==> config.mk <==
export PLATFORM = sky130hd
export DESIGN_NAME = mbp_queue
export DESIGN_NICKNAME = d
export VERILOG_FILES = /design/src/mbp_pkg.sv /design/src/mbp_queue.sv
export SDC_FILE = /design/constraint.sdc
export NUM_CORES = 1
export LEC_CHECK = 0
export BUFFER_PORTS_ARGS = -buffer_cell sky130_fd_sc_hd__buf_2
export CAP_MARGIN = 40
export CORE_ASPECT_RATIO = 1.25
export CORE_MARGIN = 5
export CORE_UTILIZATION = 35
export DETAILED_ROUTE_END_ITERATION = 10
export GPL_TIMING_DRIVEN = 0
export HOLD_SLACK_MARGIN = 0.08
export RECOVER_POWER = 50
export SYNTH_ARGS = -nofsm -noshare
export SYNTH_HDL_FRONTEND = slang
export SYNTH_SLANG_ARGS = --single-unit
==> constraint.sdc <==
create_clock -name clk -period 6.61 [get_ports clk]
set_input_delay 0.3305 -clock clk [delete_from_list [all_inputs] [get_ports clk]]
set_output_delay 0.3305 -clock clk [all_outputs]
set_load 0.02 [all_outputs]
==> src/mbp_pkg.sv <==
// Shared types and constants of the mirror border padder.
`timescale 1ns / 1ps

package mbp_pkg;

	localparam int MAX_ROWS    = 128;
	localparam int MAX_COLS    = 128;
	localparam int MAX_BORDER  = 16;
	localparam int DIM_W       = 8;
	localparam int BORDER_W    = 5;
	localparam int CHAN_W      = 8;
	localparam int PIX_W       = 3 * CHAN_W;
	localparam int ROW_W       = $clog2(MAX_ROWS);
	localparam int COL_W       = $clog2(MAX_COLS);
	localparam int ADDR_W      = ROW_W + COL_W;
	localparam int STORE_DEPTH = MAX_ROWS * MAX_COLS;
	localparam int CFG_IDX_W   = 2;
	localparam int CFG_DATA_W  = 8;
	localparam int QUEUE_DEPTH = 4;

	typedef enum logic [CFG_IDX_W-1:0] {
		REG_HEIGHT = 2'd0,
		REG_WIDTH  = 2'd1,
		REG_BORDER = 2'd2
	} cfg_reg_t;

	typedef enum logic {
		CMD_WRITE = 1'b0,
		CMD_READ  = 1'b1
	} cmd_kind_t;

	typedef struct packed {
		logic              action;
		logic [CHAN_W-1:0] red_in;
		logic [CHAN_W-1:0] green_in;
		logic [CHAN_W-1:0] blue_in;
	} in_item_t;

	typedef struct packed {
		logic [CHAN_W-1:0] red_out;
		logic [CHAN_W-1:0] green_out;
		logic [CHAN_W-1:0] blue_out;
		logic [DIM_W-1:0]  padded_row;
		logic [DIM_W-1:0]  padded_col;
		logic              frame_last;
		logic              border_error;
	} out_item_t;

	// One frame store operation, in item order, between front and back.
	typedef struct packed {
		cmd_kind_t         kind;
		logic [ADDR_W-1:0] addr;
		logic [PIX_W-1:0]  pix;
		logic [DIM_W-1:0]  row;
		logic [DIM_W-1:0]  col;
		logic              last;
		logic              err;
	} cmd_t;

endpackage

==> src/mbp_queue.sv <==
// Short command queue between the front and back of the padder.
`timescale 1ns / 1ps

module mbp_queue import mbp_pkg::*; (
	input  logic clk,
	input  logic arst_n,
	input  logic push,
	input  cmd_t push_cmd,
	output logic full,
	input  logic pop,
	output logic pop_valid,
	output cmd_t pop_cmd
);

	localparam int PTR_W = $clog2(QUEUE_DEPTH);
	localparam int CNT_W = $clog2(QUEUE_DEPTH + 1);

	cmd_t             slot_q [QUEUE_DEPTH];
	logic [PTR_W-1:0] wr_ptr_q;
	logic [PTR_W-1:0] rd_ptr_q;
	logic [CNT_W-1:0] count_q;
	logic             do_push;
	logic             do_pop;

	assign full      = (count_q == CNT_W'(QUEUE_DEPTH));
	assign pop_valid = (count_q != '0);
	assign pop_cmd   = slot_q[rd_ptr_q];
	assign do_push   = push && !full;
	assign do_pop    = pop && pop_valid;

	always_ff @(posedge clk or negedge arst_n) begin
		if (!arst_n) begin
			wr_ptr_q <= '0;
			rd_ptr_q <= '0;
			count_q  <= '0;
		end else begin
			if (do_push) begin
				wr_ptr_q <= (wr_ptr_q == PTR_W'(QUEUE_DEPTH - 1)) ? '0 : wr_ptr_q + 1'b1;
			end
			if (do_pop) begin
				rd_ptr_q <= (rd_ptr_q == PTR_W'(QUEUE_DEPTH - 1)) ? '0 : rd_ptr_q + 1'b1;
			end
			if (do_push && !do_pop) begin
				count_q <= count_q + 1'b1;
			end else if (do_pop && !do_push) begin
				count_q <= count_q - 1'b1;
			end
		end
	end

	always_ff @(posedge clk) begin
		if (do_push) begin
			slot_q[wr_ptr_q] <= push_cmd;
		end
	end

`ifndef SYNTHESIS
	a_count_bounded: assert property (@(posedge clk) disable iff (!arst_n)
		count_q <= CNT_W'(QUEUE_DEPTH))
		else $error("queue count beyond depth");
`endif

endmodule

==> summary.md <==
| Metric | Value |
|---|---|
| Outcome | complete, but fails checks |
| Failing checks | max-capacitance violations, max-slew violations |
| Worst reg-to-reg setup slack | around 3.5 ns |
| Post-synth top area share | about four fifths |
| Net Count, Synth | a little over 400 |
| Arrival time of the worst setup path | approximately 3.3 ns |
| GPL Wtd Cong | a little under 0.7 |
| Via count | around 4.0k |
| Fill cells | about 2.1k |
| Largest net degree at the start of global routing | 37 |
| Global route overflow | 0 |
| Most frequent cells in the layout | edfxtp_1, clkbuf_1, buf_2 |
| Post-cts gate resize count | 0 |
| Leak | between 3 and 4 nW |
| Worst Hold Margin | approximately 0.27 ns |
| Post-layout min period | about 3.2 ns |
| Die height | ~190 um |
| Row cnt | 64 |
| Tcrit/Tclk final | approximately 48% |
| Ant. Diodes | 0 |
| DIE AREA | approximately 28000 um2 |
| Hold Path Class | input port to async pin |
| Worst flop-to-flop path endpoint | slot_q[2][24]$_DFFE_PP_ |
| Final nets | 610 |
| Max-slew violation count | 66 |
| Wire length of the first global-routing pass | around 25000 um |
| Chip Width | approximately 150 um |
| Synth Area per Inst | between 20 and 30 um2 |
| Main synth FF type | edfxtp_1 |
| Routed Antenna Nets | 0 |
| Mapped Cells | 335 |
| Initial Utilization | a little over a third |
| Commonest non-fill, non-tap cell in the layout | edfxtp_1 |
| Worst-case reg-to-reg path depth | 4 |
| Port bufs | ~120 |
| Synth top area cells | edfxtp_1, mux4_2, dfrtp_1 |
| Synth cell types | 20 |
| Clk_skew | approximately 0.013 ns |
| I/O pin cnt | 120 |
| Final setup fails | 0 |
| CP required | around 6.8 ns |
| Core area | 24420 um2 |
| Sequential cell area fraction in the yosys report | between 80 and 90% |
| Measured slew at the worst slew-check pin | ~2.4 ns |
| EDFF count, synth | roughly 230 |
| Synth Register Bits | 235 |
| Hold violation count in the final report | 0 |
| Clock Sink Count | 235 |
| Fin area | between 10000 and 15000 um2 |
| Mapped Area | 8668 um2 |
| Reg2reg start | count_q[2]$_DFFE_PN0P_ |
| Crit Path Category | register to register |
| Post-Place Cell Area | 9807 um2 |
| Area growth from synthesis to layout | 26.78% |
| CTS H-tree lvls | 1 |
| Max-cap violations | 3 |
| Pwr dens | approximately 450 nW/um2 |
| TritonCTS clock tree | built |
| Post-synth ARST share | 2.979% |
| Synth Warn # | 0 |
| Leading area contributor after synthesis | edfxtp_1 |
| Setup crit end kind | register |
| Clock-pin transition on the worst setup and hold timing paths | 0.06 ns |
| Final TNS setup | 0 ns |
| Max Fclk | around 320 MHz |
| Worst Setup Start Kind | register |
| RSZ-0062 raised after global routing | false |
| Clock latency on the worst-skew pair | roughly 0.50 ns |
| CTS Buf Count | 23 |
| Aggregate global-route resource usage | 11.88% |
| Root buf cell | clkbuf_16 |
| DRC Markers | 0 |
| Max clock buf depth | 3 |
| Slew HR | -60.47% |
| Worst-path fanout max | 34 |
| Initial DRC Count | about 220 |
| Multi-input logic area | between 1500 and 2000 um2 |
| Placed cells | around 800 |
| Fin cells | roughly 900 |
| Initial antenna violation count | 0 |
| Share of post-route cells with drive strength above 1 | just under 30% |
| TritonRoute pass-1 iters | 4 |
| DP HPWL | about 10000 um |
| Register area | 7022 um2 |
| Final wirelength | approximately 17000 um |
| Worst vdd ir | around 220 uV |
| Vias in the first global route | between 4k and 5k |
| Wire per inst | around 19 um |
| Via density per instance | 4.550 |
## routing by layer
layer / global-route usage (%) / routed length (um) / vias to the layer above
met5: 0 / 0 / -
met4: 3.701 / 302 / 0
met3: 2.216 / 789 / 24
met2: 20.66 / 8726 / 89
met1: 15.12 / 6726 / 2078
li1: - / - / 1840
## Yosys cell counts, types with 3 or more instances
master,n
mux2_2,5
ha_1,6
buf_2,3
inv_1,3
buf_4,4
dfrtp_1,7
and2_1,3
edfxtp_1,228
mux4_2,57
buf_1,3
nor2_1,4
## cells by family (layout without fill, tap and decap cells)
| kind of cell | after synthesis | count (layout) | synth area share, % |
|---|---|---|---|
| adder cells (fa/ha/maj) | 7 | 7 | 1.097 |
| XOR/XNOR | 3 | 3 | 0.3032 |
| multiplexers | 62 | 62 | 15.46 |
| flip-flops | 235 | 235 | 81.00 |
| AND/OR/NAND/NOR | 12 | 12 | 0.7651 |
| buffers and inverters | 16 | 237 | 1.371 |
## how the worst max path moves through the flow
stage	to	startpoint	slack [ns]	depth (start not counted)
after CTS	pop_cmd[32]	rd_ptr_q[1]$_DFFE_PN0P_	3.99	4
after global routing	slot_q[2][24]$_DFFE_PP_	count_q[2]$_DFFE_PN0P_	3.18	4
final	slot_q[2][24]$_DFFE_PP_	count_q[2]$_DFFE_PN0P_	3.45	4
after floorplan	slot_q[3][0]$_DFFE_PP_	wr_ptr_q[0]$_DFFE_PN0P_	3.13	3
after detailed placement	count_q[2]$_DFFE_PN0P_	count_q[2]$_DFFE_PN0P_	4.34	8
after global placement	slot_q[3][16]$_DFFE_PP_	wr_ptr_q[0]$_DFFE_PN0P_	1.07	3
## worst max-delay path: stages, from the launching register on
cell and delay [ns]:
dfrtp_1 0.41, nor3b_1 0.20, nor2b_1 0.40, and2_0 1.48, buf_12 0.34
## what timing repair did
item,4_1_cts,5_1_grt
hold endpoints to repair,235,0
buffers inserted,0,0
hold buffers,58,0
## per-stage QoR
stage / total power, mW / setup WS (ns) / utilization, %
6_report: 4.900 / 3.451 / 44.99
5_1_grt: 5.161 / 3.178 / 44.99
4_1_cts: 5.018 / 3.994 / 45.37
3_5_place_dp: 3.763 / 4.337 / 40.15
3_3_place_gp: 3.691 / 1.068 / 39.62
2_1_floorplan: 3.177 / 3.130 / -
## power by group
group | total (mW) | switching [mW] | leakage, nW | internal (mW)
clock network | 1.22 | 0.507 | 0.333 | 0.711
logic | 1.64 | 0.942 | 1.14 | 0.695
registers | 2.05 | 0.0748 | 2.17 | 1.97
total | 4.90 | 1.52 | 3.64 | 3.38
## final cells by class
cell class | instances | share of cell area [%]
flip-flops and latches | 235 | 63.90
clock inverters | 11 | 0.8995
multi-input cells | 84 | 13.88
clock buffers | 28 | 5.408
well taps | 330 | 3.757
inverters | 3 | 0.1025
plain buffers | 13 | 0.9792
repair buffers | 182 | 11.08
## registers in the layout, indices dropped and copies added, names as in the netlist
signal	cells
slot_q	228
rd_ptr_q	2
wr_ptr_q	2
count_q	3
Note: power is estimated with default switching activity, not from simulation.
