$ cat src/mbp_pkg.sv
// Shared types and constants of the mirror border padder.
`timescale 1ns / 1ps

package mbp_pkg;

	localparam int MAX_ROWS    = 128;
	localparam int MAX_COLS    = 128;
	localparam int MAX_BORDER  = 16;
	localparam int DIM_W       = 8;
	localparam int BORDER_W    = 5;
	localparam int CHAN_W      = 8;
	localparam int PIX_W       = 3 * CHAN_W;
	localparam int ROW_W       = $clog2(MAX_ROWS);
	localparam int COL_W       = $clog2(MAX_COLS);
	localparam int ADDR_W      = ROW_W + COL_W;
	localparam int STORE_DEPTH = MAX_ROWS * MAX_COLS;
	localparam int CFG_IDX_W   = 2;
	localparam int CFG_DATA_W  = 8;
	localparam int QUEUE_DEPTH = 4;

	typedef enum logic [CFG_IDX_W-1:0] {
		REG_HEIGHT = 2'd0,
		REG_WIDTH  = 2'd1,
		REG_BORDER = 2'd2
	} cfg_reg_t;

	typedef enum logic {
		CMD_WRITE = 1'b0,
		CMD_READ  = 1'b1
	} cmd_kind_t;

	typedef struct packed {
		logic              action;
		logic [CHAN_W-1:0] red_in;
		logic [CHAN_W-1:0] green_in;
		logic [CHAN_W-1:0] blue_in;
	} in_item_t;

	typedef struct packed {
		logic [CHAN_W-1:0] red_out;
		logic [CHAN_W-1:0] green_out;
		logic [CHAN_W-1:0] blue_out;
		logic [DIM_W-1:0]  padded_row;
		logic [DIM_W-1:0]  padded_col;
		logic              frame_last;
		logic              border_error;
	} out_item_t;

	// One frame store operation, in item order, between front and back.
	typedef struct packed {
		cmd_kind_t         kind;
		logic [ADDR_W-1:0] addr;
		logic [PIX_W-1:0]  pix;
		logic [DIM_W-1:0]  row;
		logic [DIM_W-1:0]  col;
		logic              last;
		logic              err;
	} cmd_t;

endpackage

$ cat src/mbp_front.sv
// Front part: configuration, load and emit positions, mirror address mapping.
`timescale 1ns / 1ps

module mbp_front import mbp_pkg::*; (
	input  logic                  clk,
	input  logic                  arst_n,
	input  logic                  cfg_valid,
	input  logic [CFG_IDX_W-1:0]  cfg_index,
	input  logic [CFG_DATA_W-1:0] cfg_data,
	input  logic                  in_valid,
	output logic                  in_ready,
	input  in_item_t              in_data,
	input  logic                  q_full,
	output logic                  push,
	output cmd_t                  cmd
);

	logic [DIM_W-1:0]    height_q;
	logic [DIM_W-1:0]    width_q;
	logic [BORDER_W-1:0] border_q;
	logic [ROW_W-1:0]    load_row_q;
	logic [COL_W-1:0]    load_col_q;
	logic [DIM_W-1:0]    emit_row_q;
	logic [DIM_W-1:0]    emit_col_q;

	logic [DIM_W-1:0]    rows_eff;
	logic [DIM_W-1:0]    cols_eff;
	logic [BORDER_W-1:0] b_eff;
	logic [DIM_W-1:0]    b_ext;
	logic [DIM_W-1:0]    prow;
	logic [DIM_W-1:0]    pcol;
	logic                err;
	logic [DIM_W-1:0]    er;
	logic [DIM_W-1:0]    ec;
	logic [DIM_W-1:0]    sr;
	logic [DIM_W-1:0]    sc;
	logic                in_fire;
	logic                cfg_hit;
	logic                load_in_range;
	logic [DIM_W-1:0]    load_col_inc;
	logic [DIM_W-1:0]    load_row_inc;
	logic [DIM_W-1:0]    ec_inc;
	logic [DIM_W-1:0]    er_inc;

	// Reflect a padded position into the source range, edge pixel included.
	function automatic logic [DIM_W-1:0] reflect_pos(input logic [DIM_W-1:0] p,
		input logic [DIM_W-1:0] b, input logic [DIM_W-1:0] size);
		logic [DIM_W:0] t;
		logic [DIM_W:0] r;
		t = {1'b0, p} - {1'b0, b};
		if (p < b) begin
			r = {1'b0, b} - {1'b0, p} - (DIM_W+1)'(1);
		end else if (t >= {1'b0, size}) begin
			r = {size, 1'b0} - (DIM_W+1)'(1) - t;
		end else begin
			r = t;
		end
		return r[DIM_W-1:0];
	endfunction

	always_comb begin
		if (height_q == '0) begin
			rows_eff = DIM_W'(1);
		end else if (height_q > DIM_W'(MAX_ROWS)) begin
			rows_eff = DIM_W'(MAX_ROWS);
		end else begin
			rows_eff = height_q;
		end
		if (width_q == '0) begin
			cols_eff = DIM_W'(1);
		end else if (width_q > DIM_W'(MAX_COLS)) begin
			cols_eff = DIM_W'(MAX_COLS);
		end else begin
			cols_eff = width_q;
		end
		b_eff = (border_q > BORDER_W'(MAX_BORDER)) ? BORDER_W'(MAX_BORDER) : border_q;
	end

	assign b_ext = DIM_W'(b_eff);
	assign prow  = rows_eff + DIM_W'({b_eff, 1'b0});
	assign pcol  = cols_eff + DIM_W'({b_eff, 1'b0});
	assign err   = (b_ext > rows_eff) || (b_ext > cols_eff);

	// Restart the walk when a stale position lies outside the padded frame.
	always_comb begin
		if (emit_row_q >= prow || emit_col_q >= pcol) begin
			er = '0;
			ec = '0;
		end else begin
			er = emit_row_q;
			ec = emit_col_q;
		end
	end

	assign sr = reflect_pos(er, b_ext, rows_eff);
	assign sc = reflect_pos(ec, b_ext, cols_eff);

	assign in_ready      = !q_full;
	assign in_fire       = in_valid && in_ready;
	assign load_in_range = ({1'b0, load_row_q} < rows_eff) && ({1'b0, load_col_q} < cols_eff);
	assign load_col_inc  = DIM_W'(load_col_q) + DIM_W'(1);
	assign load_row_inc  = DIM_W'(load_row_q) + DIM_W'(1);
	assign ec_inc        = ec + DIM_W'(1);
	assign er_inc        = er + DIM_W'(1);

	always_comb begin
		cmd.row  = er;
		cmd.col  = ec;
		cmd.last = (er == prow - DIM_W'(1)) && (ec == pcol - DIM_W'(1));
		cmd.err  = err;
		cmd.pix  = {in_data.red_in, in_data.green_in, in_data.blue_in};
		if (in_data.action) begin
			cmd.kind = CMD_READ;
			cmd.addr = {sr[ROW_W-1:0], sc[COL_W-1:0]};
		end else begin
			cmd.kind = CMD_WRITE;
			cmd.addr = {load_row_q, load_col_q};
		end
	end

	assign push = in_fire && (in_data.action || load_in_range);

	always_comb begin
		case (cfg_index)
			REG_HEIGHT, REG_WIDTH, REG_BORDER: cfg_hit = cfg_valid;
			default:                           cfg_hit = 1'b0;
		endcase
	end

	always_ff @(posedge clk or negedge arst_n) begin
		if (!arst_n) begin
			height_q   <= DIM_W'(128);
			width_q    <= DIM_W'(128);
			border_q   <= '0;
			load_row_q <= '0;
			load_col_q <= '0;
			emit_row_q <= '0;
			emit_col_q <= '0;
		end else if (cfg_hit) begin
			case (cfg_index)
				REG_HEIGHT: height_q <= cfg_data;
				REG_WIDTH:  width_q  <= cfg_data;
				REG_BORDER: border_q <= cfg_data[BORDER_W-1:0];
				default:    ;
			endcase
			load_row_q <= '0;
			load_col_q <= '0;
			emit_row_q <= '0;
			emit_col_q <= '0;
		end else if (in_fire) begin
			if (!in_data.action) begin
				if (load_col_inc >= cols_eff) begin
					load_col_q <= '0;
					load_row_q <= (load_row_inc >= rows_eff) ? '0 : load_row_inc[ROW_W-1:0];
				end else begin
					load_col_q <= load_col_inc[COL_W-1:0];
				end
			end else begin
				if (ec_inc >= pcol) begin
					emit_col_q <= '0;
					emit_row_q <= (er_inc >= prow) ? '0 : er_inc;
				end else begin
					emit_col_q <= ec_inc;
					emit_row_q <= er;
				end
			end
		end
	end

`ifndef SYNTHESIS
	a_read_in_frame: assert property (@(posedge clk) disable iff (!arst_n)
		(push && cmd.kind == CMD_READ && !cmd.err) |->
		({1'b0, cmd.addr[ADDR_W-1 -: ROW_W]} < rows_eff &&
		{1'b0, cmd.addr[COL_W-1:0]} < cols_eff))
		else $error("mirror address outside source frame");
`endif

endmodule

$ cat config.mk
export PLATFORM = sky130hd
export DESIGN_NAME = mbp_front
export DESIGN_NICKNAME = d
export VERILOG_FILES = /design/src/mbp_pkg.sv /design/src/mbp_front.sv
export SDC_FILE = /design/constraint.sdc
export NUM_CORES = 1
export LEC_CHECK = 0
export BUFFER_PORTS_ARGS = -buffer_cell sky130_fd_sc_hd__buf_2
export CAP_MARGIN = 30
export CORE_ASPECT_RATIO = 0.75
export CORE_UTILIZATION = 50
export CTS_BUF_LIST = sky130_fd_sc_hd__clkbuf_2 sky130_fd_sc_hd__clkbuf_4 sky130_fd_sc_hd__clkbuf_8
export CTS_CLUSTER_SIZE = 12
export DETAILED_ROUTE_END_ITERATION = 7
export PLACE_DENSITY = 0.83
export SLEW_MARGIN = 40
export SYNTH_ARGS = -nofsm -noshare
export SYNTH_HDL_FRONTEND = slang
export SYNTH_SLANG_ARGS = --single-unit
$ cat constraint.sdc
create_clock -name clk -period 21.6 [get_ports clk]
set_input_delay 4.32 -clock clk [delete_from_list [all_inputs] [get_ports clk]]
set_output_delay 4.32 -clock clk [all_outputs]
set_load 0.01 [all_outputs]
==> results summary, run 1 <==
Port buffering added 50 buffers. The number of nets in the final layout is 1,133. The clock passes through at most 2 buffers. The mapped cell area came out at roughly 7600 um2. Derived from the worst setup path, the maximum achievable clock frequency is 74.6 MHz. The cell type of the slowest stage on the worst timing path is nor2b_1. The most common cell in the synthesized netlist is ha_1. 0 antenna diodes ended up in the layout. The commonest cells after synthesis are ha_1, nand2_1, inv_1.

The arrival time of data at the critical path endpoint came out at 9080 ps. The count of hold buffers inserted by post-cts repair came out at 0. After clock tree synthesis, the clock-pin slew on the worst setup and hold paths is ~130 ps. The flow ran to the end, and the final reports show no timing, DRC or antenna violations. The leakage power summed over all cells is slightly below 4 nW. Max-cap violations in this run came to 0. The class of the most critical hold timing path is register to register. The number of buffers and inverters on the critical path is 3.

The most numerous cell type found on the critical path is a21oi_1. The layout-stage area growth over the synthesis result is 4.23%. The synthesized area divided by synthesized cell count came out at 7.92 um2. For this run, the slowest stage of the critical path takes 600 ps. In this run, the number of DRC markers left after iteration 0 of detailed routing was 655. The number of iterations in the first detailed-routing pass came out at 7. The maximum fanout encountered on the critical timing path came out at 33. The final cell count without fillers came out at between 1k and 1.5k. The number of placement rows is 38.

In this run, CTS created clock tree buffers numbering 5. The worst register-to-register path begins at border_q[4]$_DFFE_PN0P_. The via total after detailed routing is 7,149.

The number of antenna violations at the first check in global routing is 0. The number of top-level pins came out at between 90 and 100. The worst slack at placement is 8800 ps. The insertion delay to the later sink of the worst-skew pair is about 340 ps. The number of sinks handled by clock tree synthesis came out at 51. The post-synthesis cell type count came out at 80. The worst-case IR drop observed on VDD is between 0.04 and 0.05 mV. Synthesis produced a netlist whose cell count is between 900 and 1k. The number of global-route vias before repair came out at 6,543. Overall power consumption after layout is estimated at approximately 690 uW. The post-synthesis sequential element count is 51. The global-route congestion overflow total came out at 0.

The placed instance count is approximately 1.2k. The HPWL after detailed placement is roughly 16 mm. For this run, the register share of the synthesized area comes to 0.169. The fill cell total of the finished layout is 1,416.

The largest clock skew in the final design came out at 25.8 ps. After detailed routing, the number of vias per cell comes to 6.13. The final critical delay including setup and external delays came out at 13,400 ps. The floorplan die area came out at 15,600 um2.

The fraction of layout instances using a drive strength above 1 came out at 0.116. The startpoint-to-endpoint class of the critical path is register to output port. After clock tree synthesis, the setup repair step added 0 buffers. The slew of the pin with the lowest slew margin came out at approximately 750 ps.

The share of the clock period used by the worst path after layout is 0.620. The final worst setup slack is roughly 8200 ps. In this run the vertical extent of the chip is 109 um. The overall track demand over capacity in global routing is 0.278. The area share of the largest cell type after synthesis is 0.202.

The core outline area is 14,600 um2. The number of nets still failing antenna checks after routing came out at 0. The total power divided by cell area came out at ~87 nW/um2. The final-report hold violation count came to 0. The synthesis warning total came out at 0. The number of gates given a new drive strength after cts is 0. Setup repair after global routing left no endpoint under its margin. The total length of routed wires is 20.9 mm. Tracing the worst setup path back leads to its startpoint at border_q[4]$_DFFE_PN0P_. Measured against its own limit, the worst slew margin works out to 0.503. Entering global routing, the biggest net connects 52 pins.

The cell accounting for the most synthesized area is ha_1. Data on the critical path is required at its endpoint by approximately 17,000 ps. Counting flops with an async set or reset pin after synthesis yields a share of 1.00. The residual DRC count is 0. The effective utilization at floorplan is 0.517. Measured along the x axis, the die boundary spans between 100 and 150 um. The number of pins exceeding their max-slew limit in the final report was 0.

The cell family contributing the most delay on the critical path is simple AND/OR/NAND/NOR gates. The sum of negative setup slack came out at 0 ps. In the synthesized netlist the dominant register cell turns out to be dfrtp_1. By area the synthesized netlist is led by ha_1, dfrtp_1, xnor2_1. The maximum level of the CTS H-tree is 2. The routed length per instance came out at 17.9 um.

STA classifies the critical path startpoint as a register. The synthesized netlist net count is around 1.1k. The number of enable flip-flop cells after synthesis came out at 0. The wire length of the first global-routing pass came out at 33.7 mm. The capturing element type of the critical path is an output port.

The number of setup violations in the final report came out at 0. TritonCTS built the clock tree. The final RePlAce weighted congestion is ~1.0.

In this run the most critical hold path is launched from border_q[2]$_DFFE_PN0P_. The tree is rooted in a clkbuf_8.
logic make-up (layout without fill, tap and decap cells):
family | after synthesis | count (layout) | synth area share
DFF | 51 | 51 | 0.169
xor gates and xnor gates | 64 | 64 | 0.0750
adders and majority gates | 130 | 130 | 0.220
AOI/OAI and AO/OA | 258 | 258 | 0.220
and+or+nand+nor | 295 | 295 | 0.191
muxes | 28 | 28 | 0.0438
buffers and inverters | 130 | 140 | 0.0806
sequential cells by signal, indices dropped and copies added (netlist names):
| signal | cells |
|---|---|
| emit_row_q | 8 |
| border_q | 5 |
| height_q | 8 |
| load_col_q | 7 |
| width_q | 8 |
| load_row_q | 7 |
| emit_col_q | 8 |
per-layer routing:
metal / part of all wire / GRT usage
met4: 0.013 / 0.0547
met3: 0.10 / 0.0558
met1: 0.47 / 0.413
met2: 0.41 / 0.412
met5: 0 / 0
path summary, 6_finish.rpt:
path / end / slack (ps) / cells after the start
max: cmd[42] / 8200 / 33
min: border_q[2]$_DFFE_PN0P_ / 530 / 1
max reg2reg: emit_row_q[3]$_DFFE_PN0P_ / 13750 / 28
min reg2reg: border_q[2]$_DFFE_PN0P_ / 530 / 1
max in group asynchronous: border_q[0]$_DFFE_PN0P_ / 17020 / 2
min in group asynchronous: emit_col_q[4]$_DFFE_PN0P_ / 4070 / 2
area by class of cell:
cell class,count,area [um2],share of cell area
clock buffer,5,68.8,0.00872
tap,200,250,0.0317
clock inverter,3,22.5,0.00285
inverter,77,289,0.0366
sequential,51,1280,0.162
multi-input combinational,775,5700,0.722
timing repair buffer,55,288,0.0365
metrics by stage:
| step | util | instance area, um2 | hold slack (ps) |
|---|---|---|---|
| global route | 0.539 | 7890 | 536 |
| detailed placement | 0.532 | 7790 | 496 |
| global placement | 0.532 | 7790 | 483 |
| finish | 0.539 | 7890 | 530 |
| floorplan | - | 7570 | 471 |
| CTS | 0.539 | 7890 | 526 |
cells in the final DEF, fill, tap and decap left out, drive strengths merged, types with 21 or more instances in the layout:
| master | netlist | layout |
|---|---|---|
| ha | 122 | 122 |
| nand2 | 94 | 94 |
| inv | 75 | 76 |
| a21oi | 71 | 71 |
| o21ai | 69 | 69 |
| nor2 | 64 | 64 |
| buf | 36 | 55 |
| dfrtp | 49 | 49 |
| xnor2 | 44 | 44 |
| nand3 | 41 | 41 |
| a21o | 30 | 30 |
| mux2 | 21 | 21 |
where the power goes:
part / internal, mW / switching (mW) / total (mW)
Clock: 0.0235 / 0.0429 / 0.0664
Combinational: 0.203 / 0.291 / 0.494
Sequential: 0.108 / 0.0191 / 0.127
Total: 0.335 / 0.353 / 0.688
No activity file was read; power rests on OpenSTA's default activity.
==> inputs of run 2 (changes only) <==
clock period = 14.05 ns   (was 21.6 ns; I/O delays follow)
==> run 2 against run 1 <==
Net effect: combinational power rose by 53%; die area did not move; critical path depth did not move; final area barely moved; critical path type unchanged.
==> results summary, run 2 (synthesized netlist as in run 1, its figures left out) <==
The overall track demand over capacity in global routing came out at 0.283 (+0.00476). The number of gates given a new drive strength after cts came out at 0 (unchanged). The total power divided by cell area came out at 134 nW/um2 (+53%). The count of maximum capacitance violations came out at 0 (unchanged).

The global-route congestion overflow total came to 0 (unchanged). The maximum fanout encountered on the critical timing path came to 33 (unchanged). The arrival time of data at the critical path endpoint came to 9000 ps (-80 ps). The buffer cell driving the clock tree root is clkbuf_8. The run finished with clean final reports.

Setup repair after global routing left no endpoint under its margin. The layout-stage area growth over the synthesis result came to 4.26% (about the same). The count of hold buffers inserted by post-cts repair came out at 0 (unchanged).

The number of top-level pins is 99 (unchanged). The relative slew slack is 0.499 (-0.00426). The number of port buffers is 50 (unchanged). The worst path needs ~12,000 ps of the cycle, external delays included.

The largest net degree at the start of global routing is 52 (unchanged). The peak per-stage delay on the critical path was 630 ps (+30 ps). The number of nets still failing antenna checks after routing was 0 (unchanged). The effective utilization at floorplan is 0.517 (unchanged).

The final core utilization is 0.539 (about the same). The post-placement cell area came out at 7790 um2 (unchanged). The die width came out at 144 um (unchanged).

The fraction of layout instances using a drive strength above 1 came to 0.116 (unchanged). The maximum vdd ir drop came to 0.0866 mV (+75%). The floorplan die area was 15,600 um2 (unchanged). The final RePlAce weighted congestion came out at 1.02 (+0.11%). The critical path data required time was 11,240 ps (-6040 ps). In the layout the commonest cells are ha_1, nand2_1, inv_1, a21oi_1, nor2_1. The number of sinks handled by clock tree synthesis is 51 (unchanged).

The library cell used most frequently in the layout, excluding fill and tap cells, is ha_1. The total power of the final layout was 1.06 mW (+53%). The number of antenna violations at the first check in global routing came out at 0 (unchanged).

The number of global-route vias before repair came to 6,617 (+1.1%). Counting stages on the worst path, the most repeated cell is a21oi_1. The wire length of the first global-routing pass is 34.2 mm (+1.3%).

The startpoint-to-endpoint class of the critical path is register to output port. The number of pins exceeding their max-slew limit in the final report came out at 0 (unchanged). The insertion delay to the later sink of the worst-skew pair was 340 ps (about the same). The vias per cell is 6.03 (-1.7%).

The launching element type of the critical path is a register. The worst setup path is captured at an output port. The detailed placement HPWL was 16.3 mm (-0.88%). The number of placement rows is 38 (unchanged). The clock transition at the registers of the reported paths is 120 ps (about the same). The routed length per instance is 17.9 um (+0.32%). The share of the clock period used by the worst path after layout is 0.840. The total clock buffers created by CTS is 5 (unchanged). The number of iterations in the first detailed-routing pass is 7 (unchanged). The leakage power summed over all cells is 3.91 nW (about the same). The slew of the pin with the lowest slew margin is 752 ps (+6.39 ps). The largest clock skew in the final design came to 17.2 ps (-8.60 ps). The residual DRC count is 0 (unchanged).

The via total after detailed routing is 7,030 (-1.7%). The final worst setup slack is 2240 ps (-5960 ps). The fmax came out at ~85 MHz. The core outline area came out at 14,600 um2 (unchanged). The maximum level of the CTS H-tree is 2 (unchanged). The first-iteration detailed-routing DRC count came out at 730 (+11%). The final-report hold violation count came to 0 (unchanged). On the critical path, the stage with the largest delay is an instance of nor2b_1. The total length of routed wires was 20.9 mm (+0.32%). The maximum count of clock buffers along a single path was 2 (unchanged). The number of setup violations in the final report was 0 (unchanged). The post-CTS repair timing setup buffer count is 0 (unchanged). The number of nets in the final layout is 1,133 (unchanged). In this run the worst hold path is classified as register to register. The total non-filler cell area in the finished layout was 7900 um2 (about the same).

The TritonCTS clock tree is built. The sum of negative setup slack came to 0 ps (unchanged). The worst slack at placement is 2850 ps (-5950 ps). The antenna cell count came out at 0 (unchanged). The die extent in y is 109 um (unchanged).
## run 2: cell count changes in the layout (fill, tap and decap cells not counted), sizes merged
cell    delta
clkbuf     +1
inv        -1
## run 2: metrics by stage
stage               hold slack, ps  cells
CTS                            523   1166
global placement               483   1158
global route                   534   1166
detailed placement             496   1158
finish                         524   1166
floorplan                      471    956
## run 2: area by class of cell
| type | count | area [um2] |
|---|---|---|
| timing repair buffer | 55 | 288 |
| fill | 1386 | 6750 |
| inverter | 77 | 289 |
| clock inverter | 2 | 17.5 |
| clock buffer | 6 | 76.3 |
| multi-input combinational | 775 | 5700 |
| tap | 200 | 250 |
| sequential | 51 | 1280 |
## run 2: path summary, 6_finish.rpt
check / start / endpoint / slack [ps] / cells after the start
max in group asynchronous: arst_n / width_q[6]$_DFFE_PN0P_ / 10990 / 2
min reg2reg: border_q[2]$_DFFE_PN0P_ / border_q[2]$_DFFE_PN0P_ / 520 / 1
min: border_q[2]$_DFFE_PN0P_ / border_q[2]$_DFFE_PN0P_ / 520 / 1
max reg2reg: border_q[4]$_DFFE_PN0P_ / emit_row_q[3]$_DFFE_PN0P_ / 6150 / 28
max: border_q[4]$_DFFE_PN0P_ / cmd[42] / 2240 / 33
min in group asynchronous: arst_n / emit_col_q[3]$_DFFE_PN0P_ / 2570 / 2
## run 2: power breakdown
group | internal [mW] | total, mW | switching [mW]
registers | 0.166 | 0.195 | 0.0289
logic | 0.312 | 0.758 | 0.446
clock network | 0.0381 | 0.101 | 0.0634
total | 0.516 | 1.06 | 0.539
## run 2: routing by layer
metal | track usage | share of wire
met4 | 0.0456 | 0.0081
met3 | 0.0642 | 0.10
met5 | 0 | 0
met2 | 0.425 | 0.42
met1 | 0.414 | 0.47
## run 2: critical path, delay by kind of cell (launching register included)
kind / cells / cell delay, ps
simple gates: 14 / 3300
compound gates: 11 / 2250
fa+ha+maj: 4 / 1610
buf+inv: 3 / 720
flops: 1 / 560
xor+xnor: 1 / 190
==> inputs of run 3 (changes only) <==
clock period = 11.3 ns   (was 14.05 ns; I/O delays follow)
==> run 3 against run 2 <==
Net effect: count of clock-buffer cells in the layout is the same; cell count grew 0.34%; clock skew shrank 1.1 ps; register-to-register slack lost 2100 ps; sequential share of layout area shrank 0.092 points; critical path depth grew 1; via count grew 1.4%; highest routed layer unchanged; clock power grew 23%; non-clock buffer count grew 3; largest power group unchanged; worst hold slack gained 2.7 ps; critical path type unchanged.
==> results summary, run 3 (synthesized netlist as in run 1, its figures left out) <==
The number of antenna violations at the first check in global routing is 0 (unchanged). The number of sinks handled by clock tree synthesis is 51 (unchanged). The peak per-stage delay on the critical path came out at 590 ps (-40 ps). Setup repair after global routing left no endpoint under its margin. By instance count, the cell type seen most on the critical path is nand2_1. Following the worst setup path forward leads to its endpoint at cmd[42]. The effective utilization at floorplan is 0.517 (unchanged).

The sequential fraction of design power came out at 0.183 (-0.002). The fill cell total of the finished layout was 1,354 (-2.3%). The via total after detailed routing came out at 7,130 (+1.4%). The clock share of power is 0.094 (-0.002). The residual DRC count came out at 0 (unchanged). The final RePlAce weighted congestion came out at 0.973 (-4.3%). The number of cell instances on the worst register-to-register path came out at 29 (+3.6%). The number of buffers and inverters on the critical path is 2 (-1). The die extent in y is 109 um (unchanged).

The number of nets in the final layout came out at 1,137 (+0.35%). The start point of the critical path is border_q[4]$_DFFE_PN0P_. The insertion delay to the later sink of the worst-skew pair is 340 ps (about the same). The run finished with clean final reports. The fmax is about 94 MHz. The number of stages on the worst setup path was 34 (+3.0%).

The detailed placement HPWL was 16.4 mm (+0.13%). The smallest clock period supported by the final layout is computed as ~11,000 ps. The maximum level of the CTS H-tree came to 2 (unchanged). The number of port buffers came out at 50 (unchanged). The launching element type of the critical path is a register. The global-route congestion overflow total is 0 (unchanged).

The library cell used most frequently in the layout, excluding fill and tap cells, is ha_1. In this run the critical register-to-register path is launched from border_q[4]$_DFFE_PN0P_. The routed length per instance came out at 18.2 um (+1.3%).

The relative contribution of combinational cells to total power came out at 0.723 (+0.004). The maximum vdd ir drop came out at 0.0976 mV (+13%). The final-report hold violation count is 0 (unchanged). The arrival time of data at the critical path endpoint came out at 8400 ps (-600 ps).

The number of setup violations in the final report was 0 (unchanged). The worst slack at placement was 889 ps (-1960 ps). The cell type of the slowest stage on the worst timing path is dfrtp_1. The largest clock skew in the final design came to 16.0 ps (-1.13 ps). The path class of the tightest hold or removal check is register to register.

The largest net degree at the start of global routing was 52 (unchanged). The capturing element type of the critical path is an output port. The wire length of the first global-routing pass came out at 33.4 mm (-2.1%).

The total clock buffers created by CTS is 5 (unchanged). The area growth from synthesis to layout is 4.86%. The post-CTS repair timing setup buffer count is 0 (unchanged). The number of placement rows is 38 (unchanged). In the finished design, the share of the clock period the worst path needs comes to 0.944. The flop-to-flop setup slack came to 4040 ps (-2110 ps). The floorplan die area came to 15,600 um2 (unchanged). The critical path data required time was 9040 ps (-2200 ps).

The cell family contributing the most delay on the critical path is simple AND/OR/NAND/NOR gates. The number of global-route vias before repair is 6,274 (-5.2%). The relative slew slack is 0.543 (+0.0444). TritonCTS built the clock tree. In this run the critical register-to-register path is captured at emit_row_q[3]$_DFFE_PN0P_. The maximum fanout encountered on the critical timing path was 17 (-48%). The number of nets still failing antenna checks after routing is 0 (unchanged). The fraction of layout instances using a drive strength above 1 came to 0.124 (+0.00777). The count of maximum capacitance violations is 0 (unchanged). The total length of routed wires is 21.3 mm (+1.6%). The final worst setup slack is 638 ps (-1600 ps). The number of top-level pins came to 99 (unchanged). The sum of negative setup slack came to 0 ps (unchanged).

The switching component of the power came out at 676 uW (+26%). The overall track demand over capacity in global routing came out at 0.280 (-0.00296). The vias per cell came out at 6.09 (+1.1%). The antenna cell count was 0 (unchanged). The setup path with the least slack is of type register to output port. The first-iteration detailed-routing DRC count was 809 (+11%). The total power divided by cell area came out at 167 nW/um2 (+25%). The core outline area came out at 14,600 um2 (unchanged).

The die width is 144 um (unchanged). The total power of the final layout was 1.32 mW (+25%). The worst slack on hold paths came out at 527 ps (+2.65 ps). The maximum count of clock buffers along a single path is 2 (unchanged). The leakage power summed over all cells is 3.93 nW (+0.42%). The internal cell power is 646 uW (+25%). The number of pins exceeding their max-slew limit in the final report came out at 0 (unchanged). In the layout the commonest cells are ha_1, nand2_1, inv_1, a21oi_1, nor2_1. The slew of the pin with the lowest slew margin came out at 679 ps (-72.4 ps). The count of hold buffers inserted by post-cts repair came to 0 (unchanged). The number of iterations in the first detailed-routing pass came out at 7 (unchanged). The buffer cell driving the clock tree root is clkbuf_8. The clock transition at the registers of the reported paths came out at 110 ps (about the same). The switching share of power is 0.511 (+0.000838).
[run 3: repair_timing]
item	CTS	global route
setup endpoints to repair	0	7
endpoints found under the hold margin	0	0
gates resized for setup	0	4
[run 3: worst min path at each step]
stage                                        from                 endpoint  slack, ps  cells after the start
final                     border_q[1]$_DFFE_PN0P_  border_q[1]$_DFFE_PN0P_        530                      1
after CTS                 border_q[1]$_DFFE_PN0P_  border_q[1]$_DFFE_PN0P_        520                      1
after detailed placement  border_q[1]$_DFFE_PN0P_  border_q[1]$_DFFE_PN0P_        500                      1
after floorplan           border_q[0]$_DFFE_PN0P_  border_q[0]$_DFFE_PN0P_        470                      1
after global routing      border_q[2]$_DFFE_PN0P_  border_q[2]$_DFFE_PN0P_        530                      1
after global placement    border_q[2]$_DFFE_PN0P_  border_q[2]$_DFFE_PN0P_        490                      1
[run 3: metrics by stage]
| stage | area [um2] | util | cells |
|---|---|---|---|
| 3_5_place_dp | 7830 | 0.534 | 1161 |
| 3_3_place_gp | 7810 | 0.533 | 1161 |
| 5_1_grt | 7940 | 0.542 | 1170 |
| 6_report | 7940 | 0.542 | 1170 |
| 4_1_cts | 7920 | 0.541 | 1169 |
| 2_1_floorplan | 7570 | - | 956 |
[run 3: layer usage]
layer | wire length, um | GRT usage | vias up
met3 | 2190 | 0.0403 | 29
li1 | - | - | 3395
met5 | 0 | 0 | -
met4 | 274 | 0.0502 | 0
met1 | 10000 | 0.432 | 3362
met2 | 8800 | 0.408 | 344
[run 3: layout make-up]
cell class,count,area (um2),share of cell area
clock inverter,2,16.3,0.00205
clock buffer,6,76.3,0.00961
tap,200,250,0.0315
inverter,77,289,0.0364
timing repair buffer,58,310,0.0391
multi-input combinational,776,5720,0.720
sequential,51,1280,0.161
[run 3: worst reg2reg max path: cells and delay by family (launching register included)]
family                   cells  cell delay (ps)
AND/OR/NAND/NOR             12             2440
adder cells (fa/ha/maj)      5             1660
XOR/XNOR                     1              180
AO/OA/AOI/OAI               10             2270
flip-flops                   1              590
buffers and inverters        1               60
[run 3: power groups by stage]
stage | combinational, mW | sequential (mW) | clock [mW]
finish | 0.956 | 0.243 | 0.124
global route | 1.06 | 0.246 | 0.131
floorplan | 0.722 | 0.233 | 0
detailed placement | 0.923 | 0.244 | 0
global placement | 0.895 | 0.243 | 0
CTS | 0.930 | 0.241 | 0.127
